**src/asqm_pkg.sv**
```systemverilog
`timescale 1ns / 1ps
package asqm_pkg;
  localparam int unsigned AVG_FRAC_BITS_DEF = 24;
  localparam logic [15:0] STUCK_LIMIT_RST = 16'd600;
  localparam logic [23:0] AVG_GAIN_RST = 24'd168;
  localparam logic [23:0] RANGE_ENTER_RST = 24'd26214;
  localparam logic [23:0] RANGE_EXIT_RST = 24'd19661;
  localparam logic [15:0] RATE_LOW_RST = 16'd88;
  localparam logic [15:0] RATE_HIGH_RST = 16'd112;
  localparam logic [5:0] LAST_SECOND = 6'd59;
  localparam int unsigned SQRT_STEPS = 25;

  localparam logic [2:0] REG_STUCK_LIMIT = 3'd0;
  localparam logic [2:0] REG_AVG_GAIN = 3'd1;
  localparam logic [2:0] REG_RANGE_ENTER = 3'd2;
  localparam logic [2:0] REG_RANGE_EXIT = 3'd3;
  localparam logic [2:0] REG_RATE_LOW = 3'd4;
  localparam logic [2:0] REG_RATE_HIGH = 3'd5;

  typedef enum logic [2:0] {
    ST_IDLE, ST_MUL_HI, ST_SQRT, ST_SUB, ST_MUL, ST_ACC, ST_FLAGS, ST_OUT
  } state_t;

  typedef struct packed {
    logic load;
    logic sqrt_step;
    logic sub;
    logic mul;
    logic mul_hi;
    logic acc;
    logic flags;
  } cmd_t;

  typedef struct packed {
    logic sqrt_done;
  } status_t;
endpackage

```
**src/asqm_ctrl.sv**
```systemverilog
`timescale 1ns / 1ps
module asqm_ctrl (
  input  logic                clk,
  input  logic                rst_n,
  input  logic                in_tvalid,
  output logic                in_tready,
  output logic                out_tvalid,
  input  logic                out_tready,
  input  asqm_pkg::status_t   status,
  output asqm_pkg::cmd_t      cmd
);
  asqm_pkg::state_t state_r, state_nxt;
  logic             oval_r, oval_nxt;

  always_ff @(posedge clk) begin
    if (!rst_n) begin
      state_r <= asqm_pkg::ST_IDLE;
      oval_r  <= 1'b0;
    end else begin
      state_r <= state_nxt;
      oval_r  <= oval_nxt;
    end
  end

  // result register frees as soon as it is taken, next sample may load meanwhile
  always_comb begin
    state_nxt = state_r;
    oval_nxt  = oval_r && !out_tready;
    cmd       = '0;
    in_tready = 1'b0;
    unique case (state_r)
      asqm_pkg::ST_IDLE: begin
        in_tready = 1'b1;
        if (in_tvalid) begin
          cmd.load  = 1'b1;
          state_nxt = asqm_pkg::ST_SQRT;
        end
      end
      asqm_pkg::ST_SQRT: begin
        cmd.sqrt_step = 1'b1;
        if (status.sqrt_done) state_nxt = asqm_pkg::ST_SUB;
      end
      asqm_pkg::ST_SUB: begin
        cmd.sub   = 1'b1;
        state_nxt = asqm_pkg::ST_MUL;
      end
      asqm_pkg::ST_MUL: begin
        cmd.mul   = 1'b1;
        state_nxt = asqm_pkg::ST_MUL_HI;
      end
      asqm_pkg::ST_MUL_HI: begin
        cmd.mul_hi = 1'b1;
        state_nxt  = asqm_pkg::ST_ACC;
      end
      asqm_pkg::ST_ACC: begin
        cmd.acc   = 1'b1;
        state_nxt = asqm_pkg::ST_OUT;
      end
      asqm_pkg::ST_OUT: begin
        if (!oval_nxt) begin
          cmd.flags = 1'b1;
          oval_nxt  = 1'b1;
          state_nxt = asqm_pkg::ST_IDLE;
        end
      end
      default: state_nxt = asqm_pkg::ST_IDLE;
    endcase
  end

  assign out_tvalid = oval_r;
endmodule

```
**config.mk**
```make
export PLATFORM = sky130hd
export DESIGN_NAME = asqm_ctrl
export DESIGN_NICKNAME = d
export VERILOG_FILES = /design/src/asqm_pkg.sv /design/src/asqm_ctrl.sv
export SDC_FILE = /design/constraint.sdc
export NUM_CORES = 1
export LEC_CHECK = 0
export BUFFER_PORTS_ARGS = -buffer_cell sky130_fd_sc_hd__buf_2
export CORE_AREA = 2 2 39 41
export DETAILED_ROUTE_END_ITERATION = 12
export DIE_AREA = 0 0 41 43
export GPL_TIMING_DRIVEN = 0
export PLACE_DENSITY = 0.42
export SLEW_MARGIN = 5
export SYNTH_ARGS = -nofsm -noshare
export SYNTH_HDL_FRONTEND = slang
export SYNTH_SLANG_ARGS = --single-unit
```
**constraint.sdc**
```tcl
create_clock -name clk -period 1.15 [get_ports clk]
set_input_delay 0.115 -clock clk [delete_from_list [all_inputs] [get_ports clk]]
set_output_delay 0.115 -clock clk [all_outputs]
set_load 0.05 [all_outputs]
```
After elaboration in Yosys (flattened, before gate mapping)
Index checks and enable logic that the tools add are counted.
{"block": "op_classes", "n_addsub": 0, "multipliers": 0, "div": 0, "magnitude_cmp": 0, "eq_ne": 9, "shifts": 0, "muxes": 15, "bitwise_logic": 0, "reduce_logical": 4}
{"operator": "3-bit case mux with 7 select lines", "n": 1}
{"operator": "1-bit 2-to-1 mux", "n": 11}
{"operator": "3-bit == test (second input constant)", "n": 3}
{"operator": "3-bit 2-to-1 mux", "n": 3}
{"operator": "3-bit by 2-bit == test with 1-bit output (second input constant)", "n": 2}
{"operator": "2-bit != test (second input constant)", "n": 3}
{"operator": "3-bit by 1-bit == test with 1-bit output (second input constant)", "n": 1}
{"operator": "3-bit zero test", "n": 1}
{"operator": "3-bit AND reduction", "n": 1}
{"operator": "1-bit logical AND", "n": 1}
{"operator": "1-bit zero test", "n": 1}
{"block": "word_totals", "regBits": 4, "latch_bits": 0, "mem_bits_rw": 0, "romBits": 0, "input_bits": 5, "output_inout_bits": 9, "word_cells": 30, "n_memories": 0}

Longest topological paths before layout
{"block": "depth", "word_depth": 4, "ltp_mapped": 4, "mapped_depth_nobuf": 3}

Worst setup path after synthesis
No wires, ideal clock.
{"block": "synth_path", "path_type": "register to output", "start": "register state_r[1]", "end": "output cmd[6] in the netlist's numbering", "arrival_ns": 1.666, "required_ns": 1.035, "path_slack_ns": -0.631, "path_stages_with_launch": 4, "path_buffers": 1, "cell_sequence": "dfxtp_1 -> buf_4 -> nor3_2 -> and2_1"}
{"element": "start, declared", "line_no": "asqm_ctrl.sv:12", "source": "asqm_pkg::state_t state_r, state_nxt;"}
{"element": "start signal, assigned", "line_no": "asqm_ctrl.sv:17", "source": "state_r <= asqm_pkg::ST_IDLE;"}
{"element": "start signal, assigned", "line_no": "asqm_ctrl.sv:20", "source": "state_r <= state_nxt;"}
{"element": "end, declared", "line_no": "asqm_ctrl.sv:10", "source": "output asqm_pkg::cmd_t cmd"}

==> metrics.csv <==
stage,metric,value,unit
final_layout,final core occ,0.390,
die,Die Wd,41,um
final_layout,most frequent cells in the layout,"8 x buf_6, 6 x buf_2, 4 x buf_4",
synthesis,syn avg cell area,8.97,sq um
die,Die ar.,1760,sq um
synthesis,#FFs+latches synth,4,
die,core area,1380,sq um
pwr,Power Internal,402,uW
clock_network,CTS tree,built,
timing,final setup vio count,6,
drt,post-route ant nets,0,
timing,Slew HR,0.834,
final_layout,ant diodes,0,
die,IO Pins,14,
timing,Final Max Tran Viols,0,
timing,"Hold Violations, Final",0,
global_routing,vias in the first global route,242,
worst_setup_path,r2r setup slk,100,ps
final_layout,fin nets,58,
drt,Vias/cell,4.22,
final_layout,fillcell total,142,
worst_setup_path,CP max-delay cell,dfxtp_2,
drt,WL/cell,10.3,um
placed_design,number of port buffers,13,
drt,DR vias,283,
timing,Final min period,1260,ps
worst_setup_path,CP Capture Type,primary output,
worst_setup_path,startpoint types,flop,
pwr,total power,632,uW
synthesis,post-synthesis instance total,30,
worst_setup_path,crit path DAT,1140,ps
clock_network,total CTS buffers,3,
clock_network,CTS sink count,4,
drt,# DRC,0,
placed_design,Detail Placement HPWL,428,um
clock_network,CTS max path bufs,2,
worst_setup_path,"Max FO, Critical Path",5,
timing,Worst Skew,0.223,ps
global_routing,initial antenna violation count,0,
min_path,Hold Crit Class,in -> reg,
global_routing,largest net degree at the start of global routing,9,
clock_network,CTS root buffer,clkbuf_4,
synthesis,post-synthesis sequential area ratio,0.298,
placed_design,Post-DP Area,384,sq um
run_status,failing checks,setup timing,
pwr,Leak,0.245,nW
die,row count,14,
pwr,Seq pwr share,0.262,
synthesis,synthesized area,269,sq um
global_routing,first-pass GRT wire length,1090,um
final_layout,"Design Area, Final",539,sq um
drt,drt first-iter violations,4,
pwr,Max VDD drop,0.520,mV
pwr,Switching Power,230,uW
pwr,Logic pwr share,0.460,
synthesis,Synthesized Nets,35,
worst_setup_path,worst-path cell chain,buf_6 > nor3_4 > and2_4 > buf_8,
die,Initial Utilization,0.194,
timing,post-route clock period utilization,1.09,
global_routing,GRT Total Usage,0.0985,
clock_network,Clock Latency Late Sink,230,ps
die,Die Ht,43,um
final_layout,layout cells sized above 1,0.765,
final_layout,"most common cell after layout, fill and taps aside",buf_6,
clock_network,CTS Hold Bufs,0,
pwr,switching share of power,0.364,
timing,worst slew pin tran,250,ps
final_layout,synthesis-to-finish area growth,100,%
timing,final setup margin,-105,ps
drt,number of detailed-route iterations in the first pass,4,
worst_setup_path,CP Class,reg -> out,
global_routing,GRT overflow,0,
synthesis,post-synth cell types,20,
drt,total wire length,688,um
placed_design,placer's final routability congestion estimate,0.678,
run_status,status,finished with violations,
clock_network,Worst-path clk slew,40,ps
worst_setup_path,Max stage delay on crit path,320,ps
worst_setup_path,Crit path required time,1030,ps
timing,Max Clk Rate,797,MHz
synthesis,Yosys warnings,0,
pwr,Power Density,1170,nW/um^2
timing,unrepaired setup endpoints after global routing,yes,
run,max_cap viols,0,
clock_network,H-tree Lvls,1,
pwr,Clock power frac,0.278,
final cells by class:
| class | count | area, sq um | share of cell area |
|---|---|---|---|
| well taps | 16 | 20.0 | 0.0371 |
| multi-input cells | 23 | 214 | 0.397 |
| flip-flops and latches | 4 | 87.6 | 0.162 |
| plain buffers | 2 | 26.3 | 0.0487 |
| repair buffers | 19 | 169 | 0.313 |
| clock buffers | 3 | 22.5 | 0.0418 |
power by group through the flow:
stage          registers (mW)  logic [mW]  clock network [mW]
2_1_floorplan           0.156       0.186                   0
3_3_place_gp            0.156       0.225                   0
3_5_place_dp            0.157       0.224                   0
4_1_cts                 0.159       0.279               0.181
5_1_grt                 0.168       0.308               0.192
6_report                0.166       0.291               0.175
cell usage after synthesis, drive strengths merged:
master	instances	share of area
o21a	2	0.056
and2	1	0.023
dfxtp	4	0.30
nand2b	1	0.023
nor3b	3	0.13
nand2	4	0.084
nor2	3	0.042
a31oi	1	0.023
nor3	2	0.056
and3b	1	0.037
nand3	1	0.019
a21boi	2	0.056
a21oi	1	0.019
buf	3	0.11
o21bai	1	0.028
per-layer routing:
layer	global-route usage	share of wire	wire length, um
met5	0	0	0
met4	0.0800	0	0
met3	0.0471	0.070	48
met2	0.109	0.46	318
met1	0.135	0.47	321
sequential cells by signal, indices dropped and copies added, names as in the netlist:
signal,cells
state_r,3
out_tvalid,1
kinds of logic (layout without fill, tap and decap cells):
logic type | count (synthesis) | in the layout | share of synthesized area
buffers and inverters | 3 | 24 | 0.112
AND/OR/NAND/NOR | 16 | 16 | 0.409
flip-flops | 4 | 4 | 0.298
AO/OA/AOI/OAI | 7 | 7 | 0.181
critical path: cells and delay by family, from the launching register on:
kind          cells  cell delay, ps
flops             1             320
simple gates      2             320
buf+inv           2             260
stage by stage:
stage	setup TNS (ps)	setup WS (ps)	instances	hold WS [ps]
final	-316	-105	67	134
after global routing	-750	-156	67	127
after CTS	-379	-120	66	137
after detailed placement	0	27.5	59	375
after global placement	0	29.7	59	382
after floorplan	-503	-219	30	233
timing repair:
item / CTS / global route
resized for setup: 23 / 7
gates cloned: 1 / 0
pin swaps: 2 / 3
endpoints found under the setup margin: 8 / 8
setup buffers: 3 / 2
final timing paths:
| path | start | endpoint | depth (start not counted) |
|---|---|---|---|
| max reg2reg | state_r[1] | state_r[1] | 5 |
| min | rst_n | state_r[2] | 3 |
| min reg2reg | out_tvalid | state_r[2] | 2 |
| max | state_r[0] | cmd[6] | 4 |
No activity file was read; power rests on OpenSTA's default activity.
