===== config.mk =====
export PLATFORM = sky130hd
export DESIGN_NAME = asqm_regs
export DESIGN_NICKNAME = d
export VERILOG_FILES = /design/src/asqm_pkg.sv /design/src/asqm_regs.sv
export SDC_FILE = /design/constraint.sdc
export NUM_CORES = 1
export LEC_CHECK = 0
export BUFFER_PORTS_ARGS = -buffer_cell sky130_fd_sc_hd__buf_2
export CORE_MARGIN = 2
export CORE_UTILIZATION = 49
export DETAILED_ROUTE_END_ITERATION = 6
export HOLD_SLACK_MARGIN = 0.05
export PLACE_DENSITY = 0.84
export SETUP_SLACK_MARGIN = 0.05
export SKIP_CTS_REPAIR_TIMING = 1
export SYNTH_ARGS = -nofsm -noshare
export SYNTH_HDL_FRONTEND = slang
export SYNTH_SLANG_ARGS = --single-unit

===== constraint.sdc =====
create_clock -name clk -period 1.4 [get_ports clk]
set_input_delay 0.14 -clock clk [delete_from_list [all_inputs] [get_ports clk]]
set_output_delay 0.14 -clock clk [all_outputs]
set_load 0.02 [all_outputs]

===== src/asqm_pkg.sv =====
`timescale 1ns / 1ps
package asqm_pkg;
  localparam int unsigned AVG_FRAC_BITS_DEF = 24;
  localparam logic [15:0] STUCK_LIMIT_RST = 16'd600;
  localparam logic [23:0] AVG_GAIN_RST = 24'd168;
  localparam logic [23:0] RANGE_ENTER_RST = 24'd26214;
  localparam logic [23:0] RANGE_EXIT_RST = 24'd19661;
  localparam logic [15:0] RATE_LOW_RST = 16'd88;
  localparam logic [15:0] RATE_HIGH_RST = 16'd112;
  localparam logic [5:0] LAST_SECOND = 6'd59;
  localparam int unsigned SQRT_STEPS = 25;

  localparam logic [2:0] REG_STUCK_LIMIT = 3'd0;
  localparam logic [2:0] REG_AVG_GAIN = 3'd1;
  localparam logic [2:0] REG_RANGE_ENTER = 3'd2;
  localparam logic [2:0] REG_RANGE_EXIT = 3'd3;
  localparam logic [2:0] REG_RATE_LOW = 3'd4;
  localparam logic [2:0] REG_RATE_HIGH = 3'd5;

  typedef enum logic [2:0] {
    ST_IDLE, ST_MUL_HI, ST_SQRT, ST_SUB, ST_MUL, ST_ACC, ST_FLAGS, ST_OUT
  } state_t;

  typedef struct packed {
    logic load;
    logic sqrt_step;
    logic sub;
    logic mul;
    logic mul_hi;
    logic acc;
    logic flags;
  } cmd_t;

  typedef struct packed {
    logic sqrt_done;
  } status_t;
endpackage


===== src/asqm_regs.sv =====
`timescale 1ns / 1ps
module asqm_regs (
  input  logic        clk,
  input  logic        rst_n,
  input  logic        psel,
  input  logic        penable,
  input  logic        pwrite,
  input  logic [4:0]  paddr,
  input  logic [31:0] pwdata,
  output logic [31:0] prdata,
  output logic [15:0] stuck_limit,
  output logic [23:0] average_gain,
  output logic [23:0] range_enter,
  output logic [23:0] range_exit,
  output logic [15:0] rate_low,
  output logic [15:0] rate_high
);
  logic [15:0] sl_r, rl_r, rh_r;
  logic [23:0] ag_r, re_r, rx_r;
  logic        wr;
  logic [2:0]  idx;
  assign wr  = psel & penable & pwrite;
  assign idx = paddr[4:2];

  always_ff @(posedge clk) begin
    if (!rst_n) begin
      sl_r <= asqm_pkg::STUCK_LIMIT_RST;
      ag_r <= asqm_pkg::AVG_GAIN_RST;
      re_r <= asqm_pkg::RANGE_ENTER_RST;
      rx_r <= asqm_pkg::RANGE_EXIT_RST;
      rl_r <= asqm_pkg::RATE_LOW_RST;
      rh_r <= asqm_pkg::RATE_HIGH_RST;
    end else if (wr) begin
      unique case (idx)
        asqm_pkg::REG_STUCK_LIMIT: sl_r <= pwdata[15:0];
        asqm_pkg::REG_AVG_GAIN:    ag_r <= pwdata[23:0];
        asqm_pkg::REG_RANGE_ENTER: re_r <= pwdata[23:0];
        asqm_pkg::REG_RANGE_EXIT:  rx_r <= pwdata[23:0];
        asqm_pkg::REG_RATE_LOW:    rl_r <= pwdata[15:0];
        asqm_pkg::REG_RATE_HIGH:   rh_r <= pwdata[15:0];
        default: ;
      endcase
    end
  end

  always_comb begin
    unique case (idx)
      asqm_pkg::REG_STUCK_LIMIT: prdata = {16'd0, sl_r};
      asqm_pkg::REG_AVG_GAIN:    prdata = {8'd0, ag_r};
      asqm_pkg::REG_RANGE_ENTER: prdata = {8'd0, re_r};
      asqm_pkg::REG_RANGE_EXIT:  prdata = {8'd0, rx_r};
      asqm_pkg::REG_RATE_LOW:    prdata = {16'd0, rl_r};
      asqm_pkg::REG_RATE_HIGH:   prdata = {16'd0, rh_r};
      default:                   prdata = '0;
    endcase
  end

  assign stuck_limit = sl_r;
  assign average_gain = ag_r;
  assign range_enter = re_r;
  assign range_exit = rx_r;
  assign rate_low = rl_r;
  assign rate_high = rh_r;
endmodule


Yosys cells after proc, flatten, opt, wreduce, memory -nomap -nowiden
Index checks and enable logic that the tools add are counted.
- mux-type cells: 1
- equal/unequal tests: 5
- reductions and logical operators: 7
- bitwise logic cells: 2
- operators with widths (kind ; count):
    $pmux 24 s6 ; 1
    $reduce_and 2->1 ; 6
    $eq 3x2->1 const B ; 2
    $eq 3x3->1 const B ; 2
    $eq 3x1->1 const B ; 1
    $logic_not 3->1 ; 1
    $and 1x1->1 ; 2
- register bits: 120
- input bits: 42
- word-level logic and storage cells: 21
- output and inout bits: 152

Depth between registers and ports, before layout
Gate-level depths: netlist (run 1).
- depth in word-level cells: 3
- mapped depth: 5
- gate-level depth less buffers: 3

Least setup slack after synthesis (run 1)
OpenSTA, ideal clock, no wires.
- kind: input -> output
- start point: in paddr[2]
- end point: out prdata[7]
- path buffers: 2
- path slack: 0.129 ns
- data arrival time: 1.131 ns
- stages on the path: 5
- data required time: 1.260 ns
- path through: buf_4 buf_2 nor2b_1 a22oi_1 o22ai_1
- cells in the longest elaborated chain, start to end: 2
- elaborated cells on any way between the ends: 7
- those cells by class: eq/ne: 5; mux: 1; reduce/logical: 1
- RTL lines (item ; line ; text):
    start, declared ; asqm_regs.sv:8 ; input logic [4:0] paddr,
    $eq 3x3->1 (tied with other cells) ; asqm_regs.sv:47 ; unique case (idx)
    $pmux 24 s6 (*) ; asqm_regs.sv:47 ;
    end, declared ; asqm_regs.sv:10 ; output logic [31:0] prdata,
Every way passes the cells marked *; elsewhere a longest branch is shown, timed or not.

Worst setup path after layout (run 1)
- start point: reg sl_r[4], in the netlist stuck_limit[4]
- end point: out prdata[4]
- cells in the longest elaborated chain, start to end: 1
- RTL lines (item ; line ; text):
    start, declared ; asqm_regs.sv:18 ; logic [15:0] sl_r, rl_r, rh_r;
    start signal, assigned ; asqm_regs.sv:27 ; sl_r <= asqm_pkg::STUCK_LIMIT_RST;
    start signal, assigned ; asqm_regs.sv:35 ; asqm_pkg::REG_STUCK_LIMIT: sl_r <= pwdata[15:0];
    $pmux 24 s6 ; asqm_regs.sv:47 ;
Every way passes these cells.

==> results of run 1 <==
[synthesized netlist by cell type (all sizes together) (2+ instances only)]
cell	count
nand2b	4
nand3	4
o221ai	12
a22oi	12
nor2	10
a2bb2oi	2
buf	32
a221oi	2
o21ai	21
nor2b	9
inv	14
mux2	26
o211ai	19
o22ai	2
and2b	3
dfxtp	120
mux2i	122
nand2	129
o311ai	2
clkbuf	22
a21oi	5
[path summary, 6_finish.rpt]
check	cells after the start	to	from	slack [ps]
worst max register to register	3	average_gain[5]	average_gain[5]	570
worst min register to register	2	stuck_limit[1]	stuck_limit[1]	470
worst min-delay path	3	range_exit[21]	pwdata[21]	30
worst max-delay path	4	prdata[4]	stuck_limit[4]	-240
[critical path: cells and delay by family (launching register included)]
kind,cells,cell delay (ps)
buffers and inverters,1,170
AOI/OAI and AO/OA,2,330
DFF,1,320
muxes,1,280
[power by group through the flow]
stage	combinational, µW	sequential, µW	clock (µW)
3_5_place_dp	711	3540	0
3_3_place_gp	690	3540	0
2_1_floorplan	406	3570	0
6_report	824	3470	4160
4_1_cts	719	3470	4170
5_1_grt	867	3470	4360
[state kept, by name, indices dropped and copies added, names as in the netlist]
signal	cells
average_gain	24
range_enter	24
range_exit	24
rate_high	16
rate_low	16
stuck_limit	16
[final cells by class]
cell class | count | area, µm²
fill | 731 | 3020
tap | 140 | 175
clock buffer | 20 | 447
timing repair buffer | 243 | 1650
sequential | 120 | 2450
multi-input combinational | 400 | 3040
clock inverter | 10 | 105
inverter | 14 | 52.6
[per-layer routing]
layer  GRT usage  vias up  wire length [µm]
met5           0        -                 0
met4       0.125        0               659
met3      0.0648       59              1150
met2       0.463      272              9190
met1       0.323     2616              7260
li1            -     2444                 -
[per-stage QoR]
step,worst slack [ps],hold slack [ps],util,instances
finish,-244,27.1,0.724,947
global placement,-23.3,415,0.625,892
detailed placement,-70.7,431,0.625,892
global route,-281,56.9,0.724,947
floorplan,129,282,-,588
CTS,-318,11.5,0.675,922
[cell families (layout without fill, tap and decap cells)]
kind of cell	Yosys count	in the layout	share of synthesized area
buffers and inverters	68	287	0.0648
DFF	120	120	0.432
muxes	148	148	0.272
AOI/OAI and AO/OA	78	78	0.0970
and+or+nand+nor	166	166	0.133
other	1	8	0.000674
==> results by group, run 1 <==
Worst setup path
  – Max stage delay cell, worst path: dfxtp_1
  – CP Launch Type: flop
  – WP data required: 1260 ps
  – Crit Path Category: reg2out
  – Critical path arrival: 1500 ps
  – Crit. End Element: primary output
  – Worst path cell trace: mux2_2 -> a221oi_2 -> a21oi_1 -> buf_2
  – CP max FO: 3
  – Crit-path max cell delay: 320 ps

Pwr
  – P_leak: 0.00399 µW
  – Switching power: 2050 µW
  – Logic gate share of total power: 0.097
  – Sw Share: 0.243
  – Clock share of power: 0.492
  – Int Power: 6400 µW
  – Power Density: 1070 mW/mm²
  – Sequential Power Share: 0.411
  – Pwr Total: 8450 µW
  – Peak VDD IR: 0.697 mV

GRT
  – Initial antenna violation count: 0
  – Tot GR Track Use: 0.272
  – Pin count of the biggest net entering global routing: 46
  – Overflow after GRT: 0
  – Global-route wire length before repair: 26700 µm
  – Vias in the first global route: 5195

Die
  – Die width: 111 µm
  – FP Rows: 38
  – Die area: 0.0122 mm²
  – Initial cell density of the core: 0.509
  – Core box area: 0.0109 mm²
  – # IOs: 194
  – Die Ht: 111 µm

STA
  – Worst Max-Slew Pin Slew: 532 ps
  – Final setup margin: -244 ps
  – Hold violation count in the final report: 0
  – Worst clock skew: 0 ps
  – Maximum operating frequency: 608 MHz
  – Tmin final: 1640 ps
  – Final Setup Violations: 24
  – Relative slew slack: 0.644
  – RSZ-0062 raised after global routing: yes
  – Setup TNS: -2190 ps
  – Final Cycle Share: 1.17
  – Slew Limit Fails: 0

Place
  – Detail Placement HPWL: 11900 µm
  – Post-DP Area: 0.00683 mm²
  – Routability cong.: 0.837
  – Port Buffer Count: 175

Synth
  – Synth Flop Type: dfxtp_1
  – Mapped cell area: 0.00556 mm²
  – Largest area contributor in the netlist: dfxtp_1
  – Syn Inst Count: 581
  – Register area share after synthesis: 0.432
  – EDFF count, synth: 0
  – #FFs+latches synth: 120
  – Syn_area_per_cell: 9.57 µm²
  – Synth unique cells: 37
  – Share of the synthesized area in the top cell type: 0.432
  – Dominant cells by area after synthesis: dfxtp_1 43%, mux2i_1 22%, nand2_1 8.6%
  – Yosys warns: 0
  – Asr flop ratio synth: 0

Routing
  – DR vias: 5391
  – Via density: 5.69
  – Routed Antenna Nets: 0
  – WL final: 18300 µm
  – Drt first pass iters: 5
  – Number of remaining DRC errors: 0
  – Wire per inst: 19.3 µm
  – DR iter-0 viols: 344

CTS
  – CTS Sinks: 120
  – Root Driver: clkbuf_16
  – Clock Latency Late Sink: 410 ps
  – Reg clk slew, reported paths: 50 ps
  – Max Root-Sink Buffers: 2
  – H-tree depth: 4
  – CTS buffer count: 17
  – CTS tree: done

Finish
  – # diodes: 0
  – P&R area growth vs syn: 42.4%
  – Final non-filler cell area: 0.00792 mm²
  – Most frequent cells in the layout: 154 x buf_2, 122 x mux2i_1, 115 x nand2_1
  – Nets: 838
  – Commonest non-fill, non-tap cell in the layout: buf_2
  – Layout cells sized above 1: 0.460

Outcome
  – Failing checks: negative setup slack
  – Status: finished with violations

Min path
  – Tightest Hold Check Type: in2reg

Job
  – Max_cap viols: 0
Power figures use the tool's default switching activity.
==> run 2: changes to the inputs <==
CELL_PAD_IN_SITES_DETAIL_PLACEMENT = 0   (was not set)
CELL_PAD_IN_SITES_GLOBAL_PLACEMENT = 2   (was not set)
CORE_UTILIZATION = 29   (was 49)
HOLD_SLACK_MARGIN = 0.1   (was 0.05)
SLEW_MARGIN = 15   (was not set)
==> run 2 against run 1 <==
Against the previous run:
- the run still ends with negative setup slack left
- first-iteration DRC count is 37% lower
- register-to-register slack better by 70 ps
- count of clock-buffer cells in the layout is 3 higher
- via count is 5.4% lower
- clock power is 3% higher
- core utilization is 29 points lower
- maximum frequency is 1.4% higher
- critical endpoint is now prdata[1]
- largest power group unchanged
==> results by group, run 2 (synthesis results as in run 1) <==
STA
  – Relative slew slack: 0.641 (-0.00242)
  – Slew Limit Fails: 0 (unchanged)
  – Worst Max-Slew Pin Slew: 536 ps (+3.61 ps)
  – RSZ-0062 raised after global routing: yes
  – Hold violation count in the final report: 0 (unchanged)
  – Final Setup Violations: 24 (unchanged)
  – Final setup margin: -221 ps (+22.9 ps)
  – Tmin final: 1620 ps (-22.9 ps)
  – Maximum operating frequency: 617 MHz (+1.4%)
  – Final Cycle Share: 1.16 (-0.0164)
  – Worst clock skew: 0 ps (unchanged)

Die
  – Die area: 0.0203 mm² (+66%)
  – Core box area: 0.0188 mm² (+72%)
  – Die Ht: 142 µm (+29%)
  – Initial cell density of the core: 0.296 (-0.212)
  – FP Rows: 50 (+32%)
  – # IOs: 194 (unchanged)
  – Die width: 142 µm (+29%)

CTS
  – Clock Latency Late Sink: 410 ps (about the same)
  – Reg clk slew, reported paths: 60 ps (about the same)
  – CTS buffer count: 17 (unchanged)
  – Root Driver: clkbuf_16
  – CTS Sinks: 120 (unchanged)
  – Max Root-Sink Buffers: 2 (unchanged)
  – CTS tree: done
  – H-tree depth: 4 (unchanged)

Routing
  – Via density: 4.82 (-15%)
  – Wire per inst: 17.4 µm (-9.6%)
  – Number of remaining DRC errors: 0 (unchanged)
  – WL final: 18500 µm (+1.1%)
  – DR vias: 5101 (-5.4%)
  – Routed Antenna Nets: 0 (unchanged)
  – Drt first pass iters: 5 (unchanged)
  – DR iter-0 viols: 217 (-37%)

GRT
  – Initial antenna violation count: 0 (unchanged)
  – Overflow after GRT: 0 (unchanged)
  – Tot GR Track Use: 0.173 (-0.0988)
  – Global-route wire length before repair: 26700 µm (+0.13%)
  – Pin count of the biggest net entering global routing: 52 (+13%)
  – Vias in the first global route: 4670 (-10%)

Pwr
  – P_leak: 0.00408 µW (+2.2%)
  – Pwr Total: 8600 µW (+1.8%)
  – Peak VDD IR: 0.820 mV (+18%)
  – Power Density: 1040 mW/mm² (-2.2%)

Outcome
  – Failing checks: negative setup slack
  – Status: finished with violations

Finish
  – Nets: 854 (+1.9%)
  – # diodes: 0 (unchanged)
  – P&R area growth vs syn: 48.1%
  – Layout cells sized above 1: 0.462 (+0.00209)
  – Most frequent cells in the layout: 153 x buf_2, 122 x mux2i_1, 115 x nand2_1
  – Commonest non-fill, non-tap cell in the layout: buf_2

Place
  – Routability cong.: 0.731 (-13%)
  – Worst slack at placement: -47.3 ps (+23.4 ps)
  – Port Buffer Count: 175 (unchanged)
  – Detail Placement HPWL: 12800 µm (+7.8%)

Worst setup path
  – Max stage delay cell, worst path: dfxtp_2
  – WP data required: 1260 ps (about the same)
  – CP delay by family, top: flip-flops
  – Critical path arrival: 1480 ps (-20 ps)
  – Setup slack, reg-to-reg: 640 ps (+70 ps)
  – Buf+Inv Stages, Crit Path: 1 (unchanged)
  – Crit-path max cell delay: 320 ps (about the same)
  – Crit Path Category: reg2out
  – Worst path cell trace: mux2_4 -> a221oi_2 -> a21oi_1 -> buf_4
  – CP max FO: 3 (unchanged)
  – CP Launch Type: flop
  – Crit. End Element: primary output

Min path
  – Tightest Hold Check Type: in2reg

Job
  – Max_cap viols: 0 (unchanged)
run 2: where the power goes:
group          internal [µW]  leakage, µW  switching, µW  total, µW
clock                   2740     0.000286           1540       4280
sequential              3450     0.000982           23.4       3470
combinational            358      0.00281            491        849
run 2: metrics by stage:
stage / setup TNS [ps] / std cells / cell area [µm²] / hold slack, ps / util
final: -1790 / 1059 / 8240 / 133 / 0.439
after global routing: -3160 / 1059 / 8240 / 135 / 0.439
after CTS: -2960 / 1024 / 7580 / -18.9 / 0.404
after detailed placement: -783 / 992 / 7010 / 416 / 0.373
after global placement: -421 / 992 / 7010 / 418 / 0.373
after floorplan: 0 / 588 / 5590 / 282 / -
run 2: final timing paths:
check                                      from              end  cells past startpoint
worst max register to register  average_gain[5]  average_gain[5]                      3
worst max-delay path             range_enter[1]        prdata[1]                      4
worst min-delay path                 pwdata[15]   range_exit[15]                      3
worst min register to register   stuck_limit[1]   stuck_limit[1]                      2
run 2: worst min-delay path: stages:
cell and delay [ps]:
buf_2 70, nand2_1 140, mux2i_1 150
run 2: routing by layer:
| layer | share of wire | track usage | vias up |
|---|---|---|---|
| met1 | 0.47 | 0.232 | 2473 |
| met5 | 0 | 0 | - |
| met4 | 0.011 | 0.0417 | 0 |
| li1 | - | - | 2479 |
| met3 | 0.044 | 0.0431 | 15 |
| met2 | 0.48 | 0.280 | 134 |
run 2: cell type report:
cell class              count  area, µm²
well taps                 234        293
inverters                  14       52.6
multi-input cells         400       3050
flip-flops and latches    120       2450
repair buffers            259       1810
fillers                  1858      10500
clock buffers              23        478
clock inverters             9       97.6
